===== config.mk =====
export PLATFORM = sky130hd
export DESIGN_NAME = char_lcd_write_sequencer
export DESIGN_NICKNAME = d
export VERILOG_FILES = /design/src/lcdws_pkg.sv /design/src/char_lcd_write_sequencer.sv /design/src/lcdws_front.sv /design/src/lcdws_queue.sv /design/src/lcdws_back.sv
export VERILOG_INCLUDE_DIRS = /design/src /design/src/src
export SDC_FILE = /design/constraint.sdc
export NUM_CORES = 1
export LEC_CHECK = 0
export ABC_AREA = 1
export BUFFER_PORTS_ARGS = -buffer_cell sky130_fd_sc_hd__buf_2
export CORE_MARGIN = 2
export CORE_UTILIZATION = 55
export CTS_CLUSTER_SIZE = 28
export DETAILED_ROUTE_END_ITERATION = 10
export HOLD_SLACK_MARGIN = 0.05
export PLACE_DENSITY = 0.88
export SYNTH_ARGS = -nofsm -noshare
export SYNTH_HDL_FRONTEND = slang
export SYNTH_HIERARCHICAL = 1
export SYNTH_SLANG_ARGS = --single-unit
export TNS_END_PERCENT = 5

===== constraint.sdc =====
create_clock -name clk_i -period 2.5 [get_ports clk_i]
set_input_delay 0.5 -clock clk_i [delete_from_list [all_inputs] [get_ports clk_i]]
set_output_delay 0.5 -clock clk_i [all_outputs]
set_load 0.05 [all_outputs]

===== src/char_lcd_write_sequencer_assert.svh =====
// Assertion macros for the character LCD write sequencer.
// Used by the top level; relies on clk_i and rst_ni being in scope.
`ifndef CHAR_LCD_WRITE_SEQUENCER_ASSERT_SVH
`define CHAR_LCD_WRITE_SEQUENCER_ASSERT_SVH

// Checked on every rising edge once reset has been released.
`define LCDWS_ASSERT(lbl, prop, msg) \
  lbl: assert property (@(posedge clk_i) disable iff (!rst_ni) (prop)) else $error(msg);

// Checked on every rising edge, also while reset is held.
`define LCDWS_ASSERT_ALWAYS(lbl, prop, msg) \
  lbl: assert property (@(posedge clk_i) (prop)) else $error(msg);

`endif


===== src/lcdws_pkg.sv =====
// Shared types and constants for the character LCD write sequencer.
// No dependencies; imported by every module of the block.
package lcdws_pkg;

  // Command codes carried on the input tuser field.
  typedef enum logic [1:0] {
    OP_INSTR  = 2'd0,
    OP_DATA   = 2'd1,
    OP_CURSOR = 2'd2
  } lcdws_op_e;

  // Configuration register indexes.
  localparam logic [2:0] REG_BUS_8BIT   = 3'd0;
  localparam logic [2:0] REG_SETUP_US   = 3'd1;
  localparam logic [2:0] REG_PULSE_US   = 3'd2;
  localparam logic [2:0] REG_SETTLE_US  = 3'd3;
  localparam logic [2:0] REG_LONG_WAIT  = 3'd4;

  // Reset values of the configuration registers.
  localparam logic        RST_BUS_8BIT   = 1'b0;
  localparam logic [7:0]  RST_SETUP_US   = 8'd1;
  localparam logic [7:0]  RST_PULSE_US   = 8'd1;
  localparam logic [9:0]  RST_SETTLE_US  = 10'd45;
  localparam logic [15:0] RST_LONG_WAIT  = 16'd5000;

  // Display geometry defaults.
  localparam int DEF_COLUMNS = 16;
  localparam int DEF_ROWS    = 2;

  // DDRAM address base of each row, and the limit below which an
  // instruction (clear or home) needs the long wait.
  localparam logic [7:0]  ADDR_ROW0       = 8'h80;
  localparam logic [7:0]  ADDR_ROW1       = 8'hC0;
  localparam logic [7:0]  LONG_INSTR_LIM  = 8'd4;
  localparam logic [15:0] WAIT_MAX        = 16'hFFFF;

  // Command queue between front and back; a power of two.
  localparam int QUEUE_DEPTH = 2;

  typedef struct packed {
    logic        bus_8bit;
    logic [7:0]  setup_us;
    logic [7:0]  pulse_us;
    logic [9:0]  settle_us;
    logic [15:0] long_wait_us;
  } lcdws_cfg_t;

  // One classified command, ready to be turned into pin steps.
  typedef struct packed {
    logic        rs;
    logic [7:0]  bus_byte;
    logic [15:0] final_wait;
  } lcdws_cmd_t;

  // Queue handshake toward the back end.
  typedef struct packed {
    logic       empty;
    lcdws_cmd_t head;
  } lcdws_qhead_t;

endpackage


===== src/char_lcd_write_sequencer.sv =====
// Top level of the character LCD write sequencer: configuration registers,
// front end, command queue and pin-step back end. Depends on lcdws_pkg,
// lcdws_front, lcdws_queue, lcdws_back and the assertion macro header.
//
//   Channel   Direction  Handshake                  Payload
//   s_axis    in         s_axis_tvalid/tready       tuser: op; tdata: value, column, row
//   m_axis    out        m_axis_tvalid/tready       tuser: reg_select; tdata: enable,
//                                                   data_bus, wait_us; tlast: last
//   cfg       in         cfg_we_i (no wait)         cfg_index_i, cfg_data_i
//
// Each command becomes three pin steps on an 8-bit bus and six on a 4-bit bus;
// the output register issues one step per cycle unless stalled on m_axis_tready.
// Invalid commands are taken and dropped without reaching the queue.
// A two-entry queue lets the front end take new items while the back end is
// still stepping or stalled on m_axis_tready. Reset is asynchronous and clears
// the control state and restores the configuration defaults; no clearing pass.
`include "char_lcd_write_sequencer_assert.svh"

module char_lcd_write_sequencer
  import lcdws_pkg::*;
#(
  parameter int COLUMNS = DEF_COLUMNS,
  parameter int ROWS    = DEF_ROWS
) (
  input  logic        clk_i,
  input  logic        rst_ni,

  input  logic        s_axis_tvalid,
  output logic        s_axis_tready,
  input  logic [15:0] s_axis_tdata,   // [7:0] value, [12:8] column, [14:13] row, [15] zero
  input  logic [1:0]  s_axis_tuser,   // [1:0] op

  output logic        m_axis_tvalid,
  input  logic        m_axis_tready,
  output logic [31:0] m_axis_tdata,   // [0] enable_pin, [8:1] data_bus, [24:9] wait_us,
                                      // [31:25] zero
  output logic        m_axis_tuser,   // [0] reg_select
  output logic        m_axis_tlast,   // last step of the command

  input  logic        cfg_we_i,
  input  logic [2:0]  cfg_index_i,
  input  logic [15:0] cfg_data_i
);

  localparam int CNT_W = $clog2(QUEUE_DEPTH + 1);

  // Configuration registers. The user must write them only while the block is
  // idle (the block does not enforce this), so both ends read them directly.
  lcdws_cfg_t cfg_q;

  always_ff @(posedge clk_i or negedge rst_ni) begin
    if (!rst_ni) begin
      cfg_q.bus_8bit     <= RST_BUS_8BIT;
      cfg_q.setup_us     <= RST_SETUP_US;
      cfg_q.pulse_us     <= RST_PULSE_US;
      cfg_q.settle_us    <= RST_SETTLE_US;
      cfg_q.long_wait_us <= RST_LONG_WAIT;
    end else if (cfg_we_i) begin
      case (cfg_index_i)
        REG_BUS_8BIT:  cfg_q.bus_8bit     <= cfg_data_i[0];
        REG_SETUP_US:  cfg_q.setup_us     <= cfg_data_i[7:0];
        REG_PULSE_US:  cfg_q.pulse_us     <= cfg_data_i[7:0];
        REG_SETTLE_US: cfg_q.settle_us    <= cfg_data_i[9:0];
        REG_LONG_WAIT: cfg_q.long_wait_us <= cfg_data_i;
        default: begin
        end
      endcase
    end
  end

  logic             q_full;
  logic             push;
  logic             pop;
  lcdws_cmd_t       cmd;
  lcdws_qhead_t     qhead;
  logic [CNT_W-1:0] q_count;
  logic             enable_pin;
  logic [7:0]       data_bus;
  logic [15:0]      wait_us;

  // The front end classifies the item in the accepting cycle and pushes
  // only commands that produce pin steps.
  lcdws_front #(
    .COLUMNS (COLUMNS),
    .ROWS    (ROWS)
  ) u_front (
    .s_tvalid_i (s_axis_tvalid),
    .s_tready_o (s_axis_tready),
    .op_i       (s_axis_tuser),
    .value_i    (s_axis_tdata[7:0]),
    .column_i   (s_axis_tdata[12:8]),
    .row_i      (s_axis_tdata[14:13]),
    .cfg_i      (cfg_q),
    .q_full_i   (q_full),
    .push_o     (push),
    .cmd_o      (cmd)
  );

  lcdws_queue u_queue (
    .clk_i   (clk_i),
    .rst_ni  (rst_ni),
    .push_i  (push),
    .cmd_i   (cmd),
    .pop_i   (pop),
    .full_o  (q_full),
    .head_o  (qhead),
    .count_o (q_count)
  );

  // The back end pops a command when it issues that command's last step.
  lcdws_back u_back (
    .clk_i        (clk_i),
    .rst_ni       (rst_ni),
    .q_i          (qhead),
    .cfg_i        (cfg_q),
    .pop_o        (pop),
    .m_tvalid_o   (m_axis_tvalid),
    .m_tready_i   (m_axis_tready),
    .reg_select_o (m_axis_tuser),
    .enable_pin_o (enable_pin),
    .data_bus_o   (data_bus),
    .wait_us_o    (wait_us),
    .last_o       (m_axis_tlast)
  );

  assign m_axis_tdata = {7'd0, wait_us, data_bus, enable_pin};

  // Queue occupancy never exceeds its depth.
  `LCDWS_ASSERT(a_queue_bound, q_count <= CNT_W'(QUEUE_DEPTH), "queue overflow")
  // A command is only retired while one is queued.
  `LCDWS_ASSERT(a_pop_nonempty, pop |-> (q_count != '0), "pop from empty queue")
  // On a 4-bit bus the upper data pins stay low.
  `LCDWS_ASSERT(a_nibble_upper, (m_axis_tvalid && !cfg_q.bus_8bit) |-> (data_bus[7:4] == 4'h0),
    "upper data pins driven in 4-bit mode")
  // Once reset has been seen at an edge, no step is offered at the next one.
  `LCDWS_ASSERT_ALWAYS(a_reset_quiet, !rst_ni |=> !m_axis_tvalid, "output valid in reset")

endmodule


===== src/lcdws_front.sv =====
// Front end: accepts commands, drops invalid ones, resolves the byte and
// final wait. Depends on lcdws_pkg.
module lcdws_front
  import lcdws_pkg::*;
#(
  parameter int COLUMNS = DEF_COLUMNS,
  parameter int ROWS    = DEF_ROWS
) (
  input  logic        s_tvalid_i,
  output logic        s_tready_o,
  input  logic [1:0]  op_i,
  input  logic [7:0]  value_i,
  input  logic [4:0]  column_i,
  input  logic [1:0]  row_i,
  input  lcdws_cfg_t  cfg_i,
  input  logic        q_full_i,
  output logic        push_o,
  output lcdws_cmd_t  cmd_o
);

  logic        keep;
  logic        rs;
  logic [7:0]  bus_byte;
  logic        in_range;
  logic [16:0] wait_sum;

  assign in_range = ({2'b00, column_i} < 7'(COLUMNS)) && (row_i < 2'(ROWS));

  always_comb begin
    keep     = 1'b0;
    rs       = 1'b0;
    bus_byte = value_i;
    case (op_i)
      OP_INSTR: begin
        keep = 1'b1;
      end
      OP_DATA: begin
        keep = 1'b1;
        rs   = 1'b1;
      end
      OP_CURSOR: begin
        keep     = in_range;
        bus_byte = ((row_i != 2'd0) ? ADDR_ROW1 : ADDR_ROW0) + {3'b000, column_i};
      end
      default: begin
        keep = 1'b0;
      end
    endcase
  end

  // Clear and home add the long wait to the final settle time.
  always_comb begin
    wait_sum = {7'd0, cfg_i.settle_us};
    if (!rs && (bus_byte < LONG_INSTR_LIM)) begin
      wait_sum = wait_sum + {1'b0, cfg_i.long_wait_us};
    end
  end

  assign cmd_o.rs         = rs;
  assign cmd_o.bus_byte   = bus_byte;
  assign cmd_o.final_wait = wait_sum[16] ? WAIT_MAX : wait_sum[15:0];

  assign s_tready_o = !q_full_i;
  assign push_o     = s_tvalid_i && !q_full_i && keep;

endmodule


===== src/lcdws_queue.sv =====
// Short command queue decoupling the front end from the pin sequencer.
// Depends on lcdws_pkg.
module lcdws_queue
  import lcdws_pkg::*;
(
  input  logic         clk_i,
  input  logic         rst_ni,
  input  logic         push_i,
  input  lcdws_cmd_t   cmd_i,
  input  logic         pop_i,
  output logic         full_o,
  output lcdws_qhead_t head_o,
  output logic [$clog2(QUEUE_DEPTH+1)-1:0] count_o
);

  localparam int PTR_W = (QUEUE_DEPTH > 1) ? $clog2(QUEUE_DEPTH) : 1;
  localparam int CNT_W = $clog2(QUEUE_DEPTH + 1);

  lcdws_cmd_t       entry_q [QUEUE_DEPTH];
  logic [PTR_W-1:0] wr_ptr_q, wr_ptr_d;
  logic [PTR_W-1:0] rd_ptr_q, rd_ptr_d;
  logic [CNT_W-1:0] count_q, count_d;

  always_comb begin
    wr_ptr_d = wr_ptr_q;
    rd_ptr_d = rd_ptr_q;
    count_d  = count_q;
    if (push_i) begin
      wr_ptr_d = wr_ptr_q + 1'b1;
    end
    if (pop_i) begin
      rd_ptr_d = rd_ptr_q + 1'b1;
    end
    if (push_i && !pop_i) begin
      count_d = count_q + 1'b1;
    end else if (pop_i && !push_i) begin
      count_d = count_q - 1'b1;
    end
  end

  always_ff @(posedge clk_i or negedge rst_ni) begin
    if (!rst_ni) begin
      wr_ptr_q <= '0;
      rd_ptr_q <= '0;
      count_q  <= '0;
    end else begin
      wr_ptr_q <= wr_ptr_d;
      rd_ptr_q <= rd_ptr_d;
      count_q  <= count_d;
    end
  end

  always_ff @(posedge clk_i) begin
    if (push_i) begin
      entry_q[wr_ptr_q] <= cmd_i;
    end
  end

  assign full_o       = (count_q == CNT_W'(QUEUE_DEPTH));
  assign head_o.empty = (count_q == '0);
  assign head_o.head  = entry_q[rd_ptr_q];
  assign count_o      = count_q;

endmodule


===== src/lcdws_back.sv =====
// Back end: walks the queued command through its setup, strobe and settle
// steps into a registered output stage. Depends on lcdws_pkg.
module lcdws_back
  import lcdws_pkg::*;
(
  input  logic         clk_i,
  input  logic         rst_ni,
  input  lcdws_qhead_t q_i,
  input  lcdws_cfg_t   cfg_i,
  output logic         pop_o,
  output logic         m_tvalid_o,
  input  logic         m_tready_i,
  output logic         reg_select_o,
  output logic         enable_pin_o,
  output logic [7:0]   data_bus_o,
  output logic [15:0]  wait_us_o,
  output logic         last_o
);

  localparam logic [1:0] SUB_SETUP  = 2'd0;
  localparam logic [1:0] SUB_PULSE  = 2'd1;
  localparam logic [1:0] SUB_SETTLE = 2'd2;

  logic [1:0]  sub_q, sub_d;
  logic        phase_q, phase_d;   // 0 high nibble (or full byte), 1 low nibble
  logic        valid_q, valid_d;
  logic        load;
  logic        final_triple;
  logic        step_en, step_last;
  logic [7:0]  step_bus;
  logic [15:0] step_wait;
  logic        rs_q, en_q, last_q;
  logic [7:0]  bus_q;
  logic [15:0] wait_q;

  assign load         = !q_i.empty && (!valid_q || m_tready_i);
  assign final_triple = cfg_i.bus_8bit || phase_q;

  always_comb begin
    step_en   = 1'b0;
    step_last = 1'b0;
    step_wait = {8'd0, cfg_i.setup_us};
    case (sub_q)
      SUB_SETUP: begin
        step_wait = {8'd0, cfg_i.setup_us};
      end
      SUB_PULSE: begin
        step_en   = 1'b1;
        step_wait = {8'd0, cfg_i.pulse_us};
      end
      SUB_SETTLE: begin
        step_last = final_triple;
        step_wait = final_triple ? q_i.head.final_wait : {6'd0, cfg_i.settle_us};
      end
      default: begin
        step_wait = {8'd0, cfg_i.setup_us};
      end
    endcase
    if (cfg_i.bus_8bit) begin
      step_bus = q_i.head.bus_byte;
    end else if (phase_q) begin
      step_bus = {4'h0, q_i.head.bus_byte[3:0]};
    end else begin
      step_bus = {4'h0, q_i.head.bus_byte[7:4]};
    end
  end

  always_comb begin
    sub_d   = sub_q;
    phase_d = phase_q;
    valid_d = valid_q;
    if (load) begin
      valid_d = 1'b1;
      if (sub_q == SUB_SETTLE) begin
        sub_d   = SUB_SETUP;
        phase_d = step_last ? 1'b0 : 1'b1;
      end else begin
        sub_d = sub_q + 2'd1;
      end
    end else if (m_tready_i) begin
      valid_d = 1'b0;
    end
  end

  always_ff @(posedge clk_i or negedge rst_ni) begin
    if (!rst_ni) begin
      sub_q   <= SUB_SETUP;
      phase_q <= 1'b0;
      valid_q <= 1'b0;
    end else begin
      sub_q   <= sub_d;
      phase_q <= phase_d;
      valid_q <= valid_d;
    end
  end

  always_ff @(posedge clk_i) begin
    if (load) begin
      rs_q   <= q_i.head.rs;
      en_q   <= step_en;
      bus_q  <= step_bus;
      wait_q <= step_wait;
      last_q <= step_last;
    end
  end

  assign pop_o        = load && step_last;
  assign m_tvalid_o   = valid_q;
  assign reg_select_o = rs_q;
  assign enable_pin_o = en_q;
  assign data_bus_o   = bus_q;
  assign wait_us_o    = wait_q;
  assign last_o       = last_q;

endmodule

==> impl_results.md, run 1 <==
* Gr usage total at 23.8%
* Reg2reg end: u_queue/entry_q[0][7]
* Final period util at 93.8%
* CP max stage cell: fa_1
* Crit-path max cell delay at 450 ps
* Number of distinct library cells after synthesis at 38
* Sw Ratio at 39.2%
* Post-Synthesis Cells at 740
* Sequential share of power at 36.1%
* CP Capture Point: u_queue/entry_q[0][7]
* Die Y at 115 um
* Cell Int Power at 5.43 mW
* HPWL Detailed at 10300 um
* Gpl congestion at 0.922
* Largest family of logic cells by synthesized area: simple AND/OR/NAND/NOR gates
* Crit. Startpoint: cfg_q[0]
* Worst-Skew Late Latency at 420 ps
* H-Tree Depth at 4
* Req. time, crit path at 2650 ps
* Adder-Cell Fraction of Synth Area at 3.04%
* Total iterations of the first detailed-routing run at 6
* Final setup viols at 0
* Final Hold Viols at 0
* Final Power at 8.94 mW
* Antenna Nets Post-Route at 0
* Min Tclk post-route at 2350 ps
* DR vias at 5255
* F_max at 426 MHz
* # port buffers at 69
* Post-synthesis xor/xnor area fraction at 0.898%
* Final core occ at 65.1%
* Initial Util at 56.6%
* Comb power frac at 35.4%
* Yosys Warn Count at 6
* Initial antenna violation count at 0
* FF-to-FF Start: cfg_q[0]
* R2R depth at 10
* P_sw at 3.51 mW
* CP max FO at 14
* Clock Sinks at 128
* Clock power share at 28.5%
* ANT cells at 0
* Share of layout cells above drive strength 1 at 22.3%
* Num CTS Buffers at 17
* Worst R2R Setup Slack at 150 ps
* Post-route DRC at 0
* Worst path cell trace: ha_1 > fa_1 > nand3_1 > nand3_1 > nand2_1 > nand2_1 > nand2_1 > nand2_1 > nand2_4 > nand3_1
* Sequential-to-total area share from yosys stat at 52.8%
* Most used cell, CP: nand2_1
* Ys async rst share at 39.8%
* Die ar. at 0.0133 mm^2
* Cell area after layout at 0.00786 mm^2
* Setup Buffers After CTS at 0
* CP Buf/Inv Count at 0
* DR WL/cell at 15.2 um
* Routed wire length at 15100 um
* Critical Path Stages at 10
* CTS tree: done
* DP Worst Slack at 274 ps
* CTS Buffer Depth at 2
* Final Skew at 7.69 ps
* Mapped Area at 0.00682 mm^2
* Worst slew pin tran at 684 ps
* FP Rows at 40
* Slew headroom at 54.3%
* Pin count of the biggest net entering global routing at 52
* Grt total ovfl at 0
* Placed Cells at 965
* EDFF count, synth at 77
* Worst Hold Class: in2async
* CP Class: reg2reg
* Area grow syn2layout at 15.1%
* Critical path's top delay family: simple AND/OR/NAND/NOR gates
* Crit path capture type: flop
* Die X at 115 um
* Max-slew violations at 0
* Placed Area at 0.00724 mm^2
* Setup slack after layout at 154 ps
* Area of the core at 0.0121 mm^2
* Status: finished, final reports clean
* # IOs at 78
* Mux share of post-synthesis cell area at 5.17%
* Power Dens Cells at 1140 mW/mm^2
* Leak Pwr at 3.88 nW
* Final hold slack at 187 ps
* Post-synthesis simple-gate area fraction at 27.4%
* DRT iter0 DRCs at 513
* Fin cells at 997
* Post-CTS sizing at 0
* Clock root buffer: clkbuf_16
* Final #Nets at 874
* Global-route wire length before repair at 24200 um
* Post-synthesis compound-gate area fraction at 2.51%
* Syn Area/Cell at 9.22 um^2
* Max-cap viol count at 0
* Post-DR vias/cell at 5.27
* Maximum vdd ir drop at 0.492 mV
* Setup TNS at 0 ps
* RSZ-0062 raised after global routing: no
* CP arrival at 2490 ps
* Main synth FF type: edfxtp_1
* Type of origin of the critical path: flop
* Clk pin slew, worst setup/hold paths at 60 ps
* Post-synthesis register bit count at 128
* Hold buffers post-CTS at 0
* Vias in the first global route at 4950
## worst register-to-register path, cell delays in order (launching register included)
cell,delay [ps]
dfrtp_1,380
ha_1,250
fa_1,460
nand3_1,120
nand3_1,140
nand2_1,90
nand2_1,110
nand2_1,90
nand2_1,80
nand2_4,200
nand3_1,150
## routing by layer
layer	share of wire (%)	global-route usage [%]
met5	0	0
met4	2.4	10.1
met3	8.0	5.48
met2	49	39.2
met1	41	30.5
## registers in the layout, indices dropped and copies added (netlist names), 2 cells and up
signal             cells
u_queue/entry_q       50
cfg_q                 43
u_back/wait_us_o      16
u_back/data_bus_o      8
u_back/sub_q           2
u_queue/count_o        2
## how the worst min path moves through the flow
stage / from / to / slack, ps / cells after the start
2_1_floorplan: rst_ni / cfg_q[0] / 200 / 0
3_3_place_gp: cfg_q[34] / cfg_q[34] / 450 / 2
3_5_place_dp: cfg_q[34] / cfg_q[34] / 460 / 2
4_1_cts: rst_ni / u_queue/rd_ptr_q / 200 / 2
5_1_grt: rst_ni / u_back/sub_q[0] / 250 / 2
6_report: rst_ni / u_queue/rd_ptr_q / 190 / 2
## logic make-up after synthesis
| kind of cell | Yosys count |
|---|---|
| buffers and inverters | 111 |
| multiplexers | 25 |
| AO/OA/AOI/OAI | 31 |
| flip-flops | 128 |
| adder cells (fa/ha/maj) | 16 |
| XOR/XNOR | 7 |
| other | 1 |
| AND/OR/NAND/NOR | 421 |
## power groups by stage
stage | clock network, mW | logic, mW | registers (mW)
floorplan | 0 | 1.86 | 3.88
global placement | 0 | 3.01 | 3.24
detailed placement | 0 | 3.10 | 3.26
CTS | 2.56 | 3.15 | 3.23
global route | 2.64 | 3.43 | 3.28
finish | 2.55 | 3.17 | 3.23
## cell usage in the layout, fill, tap and decap left out, types with 5 or more instances in the layout
cell,n
inv_6,6
conb_1,7
buf_4,7
ha_1,15
buf_2,69
nand3_1,73
nor2_4,8
edfxtp_1,77
inv_1,78
xor2_1,5
nand3_2,7
a21oi_1,21
nand4_1,7
nor2_1,42
dfrtp_1,40
nand2_1,260
clkbuf_16,17
dfstp_2,11
o21ai_0,5
inv_2,6
nand2_2,7
mux2_4,19
mux2_2,6
## final cells by class
cell class,instances,area (um^2)
clock buffers,17,425
clock inverters,15,190
fillers,913,4200
inverters,85,319
multi-input cells,507,2690
flip-flops and latches,128,3600
well taps,168,210
repair buffers,77,418
## synth_stat cells (3+ instances only)
master / number / area (um^2)
a21oi_1: 21 / 105
and2_1: 3 / 18.8
buf_2: 3 / 15.0
buf_4: 13 / 97.6
buf_6: 7 / 78.8
dfrtp_1: 40 / 1000
dfstp_2: 11 / 289
edfxtp_1: 77 / 2310
ha_1: 15 / 188
inv_1: 78 / 293
inv_2: 6 / 22.5
mux2_2: 6 / 67.6
mux2_4: 19 / 285
nand2_1: 260 / 976
nand2_2: 7 / 43.8
nand2_4: 4 / 45.0
nand3_1: 73 / 365
nand3_2: 7 / 70.1
nand4_1: 7 / 43.8
nor2_1: 43 / 161
nor2_4: 8 / 90.1
o21ai_0: 5 / 25.0
or2_2: 3 / 18.8
xor2_1: 5 / 43.8
Note: power is estimated with default switching activity, not from simulation.
==> inputs of run 2 (changes only) <==
--- a/config.mk
+++ b/config.mk
@@ -9,7 +9,7 @@
 export ABC_AREA = 1
 export BUFFER_PORTS_ARGS = -buffer_cell sky130_fd_sc_hd__buf_2
 export CORE_MARGIN = 2
-export CORE_UTILIZATION = 55
+export CORE_UTILIZATION = 53
 export CTS_CLUSTER_SIZE = 28
 export DETAILED_ROUTE_END_ITERATION = 10
 export HOLD_SLACK_MARGIN = 0.05
==> constraint.sdc (replaced) <==
create_clock -name clk_i -period 2.1 [get_ports clk_i]
set_input_delay 0.42 -clock clk_i [delete_from_list [all_inputs] [get_ports clk_i]]
set_output_delay 0.42 -clock clk_i [all_outputs]
set_load 0.05 [all_outputs]
==> run 2 against run 1 <==
Combinational power is 27% higher. Sequential cell count stayed put. First-iteration DRC count is 26% higher. Total power is 19% higher. Routed wire length is 10% higher. Hold slack worse by 68 ps. Largest cell class unchanged. Highest routed layer unchanged.
==> impl_results.md, run 2 (synthesis gave the netlist of run 1 again) <==
* Crit path capture type: flop
* Vias in the first global route at 5370
* DRT iter0 DRCs at 648
* Worst path cell trace: ha_2 > fa_2 > nand3_2 > nand3_2 > buf_4 > nand3_1 > nand3_1 > nand2_1 > inv_1 > nand2_2 > nand2_1
* Grt total ovfl at 0
* # IOs at 78
* ANT cells at 0
* Initial antenna violation count at 0
* Post-DR vias/cell at 5.46
* Max-slew violations at 0
* Clock Sinks at 128
* # port buffers at 69
* Global-route wire length before repair at 26600 um
* Final period util at 99.0%
* Status: finished, final reports clean
* Leak Pwr at 3.98 nW
* Gr usage total at 24.3%
* Max reg flops at 50
* Final Skew at 14.1 ps
* Req. time, crit path at 2250 ps
* RSZ-0062 raised after global routing: yes
* Worst slew pin tran at 659 ps
* Pin count of the biggest net entering global routing at 52
* FP Rows at 41
* Hold buffers post-CTS at 0
* Commonest non-fill, non-tap cell in the layout: nand2_1
* Total iterations of the first detailed-routing run at 6
* Antenna Nets Post-Route at 0
* Type of origin of the critical path: flop
* DR WL/cell at 16.3 um
* Share of layout cells above drive strength 1 at 25.1%
* CP max FO at 2
* Slew headroom at 56.1%
* HPWL Detailed at 11000 um
* Power Dens Cells at 1330 mW/mm^2
* CTS tree: done
* CP Class: reg2reg
* Final Hold Viols at 0
* Crit-path max cell delay at 390 ps
* CTS Buffer Depth at 2
* Critical path's top delay family: simple AND/OR/NAND/NOR gates
* F_max at 481 MHz
* Area grow syn2layout at 17.7%
* DR vias at 5574
* Initial Util at 54.1%
* Die Y at 117 um
* CP arrival at 2230 ps
* Final setup viols at 0
* Die ar. at 0.0138 mm^2
* CP Buf/Inv Count at 2
* Cell area after layout at 0.00803 mm^2
* Routed wire length at 16600 um
* Placed Area at 0.00741 mm^2
* Worst-Skew Late Latency at 420 ps
* Max-cap viol count at 0
* Gpl congestion at 0.902
* Area of the core at 0.0126 mm^2
* Min Tclk post-route at 2080 ps
* CP max stage cell: dfrtp_1
* Biggest register: u_queue/entry_q
* Final hold slack at 118 ps
* Post-route DRC at 0
* Maximum vdd ir drop at 0.491 mV
* Clk pin slew, worst setup/hold paths at 60 ps
* H-Tree Depth at 4
* Final #Nets at 894
* Clock root buffer: clkbuf_16
* Setup Buffers After CTS at 0
* Most frequent cells in the layout: nand2_1 (256), inv_1 (78), edfxtp_1 (77)
* Num CTS Buffers at 17
* Worst Hold Class: in2async
* Die X at 117 um
-- run 2: changes by cell type in the layout (fill, tap and decap cells not counted), sizes merged --
cell and change:
buf +19, inv -8, clkinv +6, clkbuf +1
clkinvlp +1, nand2 +1
-- run 2: worst paths after layout --
path / from / end / slack, ps / cells after the start
setup / recovery: cfg_q[0] / u_queue/entry_q[0][10] / 20 / 11
hold / removal: rst_ni / u_back/phase_q / 120 / 2
setup reg to reg: cfg_q[0] / u_queue/entry_q[0][10] / 20 / 11
hold reg to reg: cfg_q[7] / cfg_q[7] / 470 / 2
max in group asynchronous: rst_ni / cfg_q[23] / 1540 / 2
min in group clk_i: cfg_data_i[9] / cfg_q[25] / 210 / 3
-- run 2: per-stage QoR --
stage	setup WS [ps]	utilization, %	instances	power (mW)	setup TNS (ps)
after floorplan	54.4	-	746	6.83	0
after global placement	76.2	58.8	988	7.59	0
after detailed placement	33.5	58.8	988	7.73	0
after CTS	7.06	63.4	1021	10.6	0
after global routing	-11.1	63.6	1021	11.2	-33.8
final	20.3	63.6	1021	10.7	0
-- run 2: layout make-up --
class                           instances  area (um^2)
Timing Repair Buffer                   96          586
Sequential cell                       128         3600
Clock inverter                         14          141
Clock buffer                           18          429
Multi-Input combinational cell        508         2740
Fill cell                             949         4590
Tap cell                              172          215
Inverter                               85          319
-- run 2: timing repair --
item,CTS,global route
hold endpoints to repair,0,0
endpoints found under the setup margin,10,19
cloned,1,0
pin swaps,1,0
resized for setup,3,10
-- run 2: layer usage --
layer | vias up | share of wire (%) | GRT usage, %
li1 | 2576 | - | -
met1 | 2631 | 38 | 29.8
met2 | 321 | 52 | 42.3
met3 | 46 | 8.5 | 6.06
met4 | 0 | 1.9 | 7.76
met5 | - | 0 | 0
-- run 2: power by group --
part           internal, mW  leakage (nW)  switching (mW)
clock                  1.74         0.276            1.10
sequential             3.49          1.35           0.315
combinational          1.29          2.36            2.74
total                  6.52          3.98            4.16
==> inputs of run 3 (changes only) <==
--- a/config.mk
+++ b/config.mk
@@ -8,12 +8,14 @@
 export LEC_CHECK = 0
 export ABC_AREA = 1
 export BUFFER_PORTS_ARGS = -buffer_cell sky130_fd_sc_hd__buf_2
+export CELL_PAD_IN_SITES_DETAIL_PLACEMENT = 0
+export CELL_PAD_IN_SITES_GLOBAL_PLACEMENT = 1
 export CORE_MARGIN = 2
-export CORE_UTILIZATION = 53
+export CORE_UTILIZATION = 41
 export CTS_CLUSTER_SIZE = 28
 export DETAILED_ROUTE_END_ITERATION = 10
 export HOLD_SLACK_MARGIN = 0.05
-export PLACE_DENSITY = 0.88
+export PLACE_DENSITY = 0.89
 export SYNTH_ARGS = -nofsm -noshare
 export SYNTH_HDL_FRONTEND = slang
 export SYNTH_HIERARCHICAL = 1
==> run 3 against run 2 <==
Combinational power is 3% lower. Clock skew fell by 3.9 ps. Non-clock buffer count did not move. First-iteration DRC count shrank 47%. Routed wire length decreased by 10%. Critical path depth down 3. Highest routed layer unchanged. Largest cell class unchanged. Sequential power about the same.
==> impl_results.md, run 3 (synthesis gave the netlist of run 1 again) <==
* Status: finished, final reports clean
* Vias in the first global route at 4890
* Global-route wire length before repair at 24100 um
* Post-DR vias/cell at 4.80
* Maximum vdd ir drop at 0.636 mV
* RSZ-0062 raised after global routing: no
* CP max FO at 4
* Gpl congestion at 0.843
* Max-slew violations at 0
* Max-cap viol count at 0
* Die ar. at 0.0177 mm^2
* Most frequent cells in the layout: nand2_1 (257), inv_1 (78), edfxtp_1 (77)
* CP Buf/Inv Count at 0
* HPWL Detailed at 10800 um
* Leak Pwr at 3.98 nW
* Num CTS Buffers at 17
* Worst path cell trace: ha_1 > nand2_1 > nand2_1 > a21oi_1 > nand2_1 > or2_2 > nand3_1 > nand3_1
* Max reg flops at 50
* Share of layout cells above drive strength 1 at 24.7%
* Type of origin of the critical path: flop
* CP Class: reg2reg
* Req. time, crit path at 2260 ps
* Multi-input logic area at 0.00274 mm^2
* Final #Nets at 894
* Min Tclk post-route at 1980 ps
* Clk pin slew, worst setup/hold paths at 60 ps
* Post-route DRC at 0
* Final core occ at 49.4%
* Area grow syn2layout at 18.8%
* H-Tree Depth at 4
* Grt total ovfl at 0
* Fill cells at 1530
* ANT cells at 0
* Setup TNS at 0 ps
* FP Rows at 47
* Final Hold Viols at 0
* # port buffers at 69
* Worst Hold Class: in2reg
* Routed wire length at 14900 um
* CTS tree: done
* Worst-Skew Late Latency at 420 ps
* CP arrival at 2140 ps
* Slew headroom at 66.3%
* DRT iter0 DRCs at 345
* Power Dens Cells at 1300 mW/mm^2
* Area of the core at 0.0164 mm^2
* Die X at 133 um
* Worst slew pin tran at 505 ps
* Crit path capture type: flop
* Initial Util at 41.6%
* Reg area at 0.00360 mm^2
* Final period util at 94.3%
* # IOs at 78
* F_max at 505 MHz
* Gr usage total at 17.5%
* Antenna Nets Post-Route at 0
* Pin count of the biggest net entering global routing at 34
* Most used cell, CP: nand2_1
* Biggest register: u_queue/entry_q
* DR WL/cell at 13.9 um
* Final Power at 10.5 mW
* Die Y at 133 um
* Clock Sinks at 128
* Total iterations of the first detailed-routing run at 4
* Initial antenna violation count at 0
* Critical path's top delay family: simple AND/OR/NAND/NOR gates
* Final Skew at 10.2 ps
* Clock root buffer: clkbuf_16
* CTS Buffer Depth at 2
* Crit-path max cell delay at 400 ps
* Final setup viols at 0
* DR vias at 5126
* CP max stage cell: dfrtp_1
* Commonest non-fill, non-tap cell in the layout: nand2_1
[run 3: final timing paths]
| path | from | endpoint | slack, ps | depth (start not counted) |
|---|---|---|---|---|
| setup / recovery | cfg_q[22] | u_queue/entry_q[1][7] | 120 | 8 |
| setup reg to reg | cfg_q[22] | u_queue/entry_q[1][7] | 120 | 8 |
| min in group asynchronous | rst_ni | cfg_q[40] | 500 | 2 |
| hold reg to reg | cfg_q[26] | cfg_q[26] | 460 | 2 |
| max in group asynchronous | rst_ni | cfg_q[12] | 970 | 3 |
| hold / removal | cfg_data_i[8] | cfg_q[24] | 210 | 3 |
[run 3: power by group]
part / switching [mW] / internal [mW]
Sequential: 0.292 / 3.49
Combinational: 2.63 / 1.29
Clock: 1.09 / 1.73
Total: 4.01 / 6.51
[run 3: final cells by class]
| class | instances | share of cell area (%) |
|---|---|---|
| clock inverter | 15 | 1.81 |
| tap | 220 | 3.40 |
| timing repair buffer | 96 | 7.41 |
| sequential | 128 | 44.4 |
| inverter | 85 | 3.94 |
| multi-input combinational | 508 | 33.8 |
| clock buffer | 17 | 5.25 |
[run 3: per-layer routing]
metal | share of wire, % | global-route usage (%)
met1 | 45 | 22.2
met2 | 50 | 29.9
met3 | 4.3 | 4.29
met4 | 1.1 | 5.02
met5 | 0 | 0
[run 3: tightest hold or removal path, stage by stage]
cell and delay [ps]:
buf_2 90, nand2_1 50, nand2_1 40
[run 3: repair_timing]
item | 4_1_cts | 5_1_grt
setup buffers | 0 | 0
endpoints found under the hold margin | 16 | 0
setup endpoints to repair | 10 | 32
pin swaps | 0 | 1
hold buffers | 1 | 0
cloned | 1 | 0
gates resized for setup | 2 | 8
[run 3: stage by stage]
| stage | instance area, um^2 | setup WS (ps) | cells | hold slack (ps) |
|---|---|---|---|---|
| 2_1_floorplan | 6850 | 54.4 | 746 | 124 |
| 3_3_place_gp | 7480 | 38.0 | 1035 | 416 |
| 3_5_place_dp | 7480 | -29.6 | 1035 | 417 |
| 4_1_cts | 8080 | 18.8 | 1069 | 202 |
| 5_1_grt | 8110 | 7.11 | 1069 | 214 |
| 6_report | 8110 | 119 | 1069 | 210 |
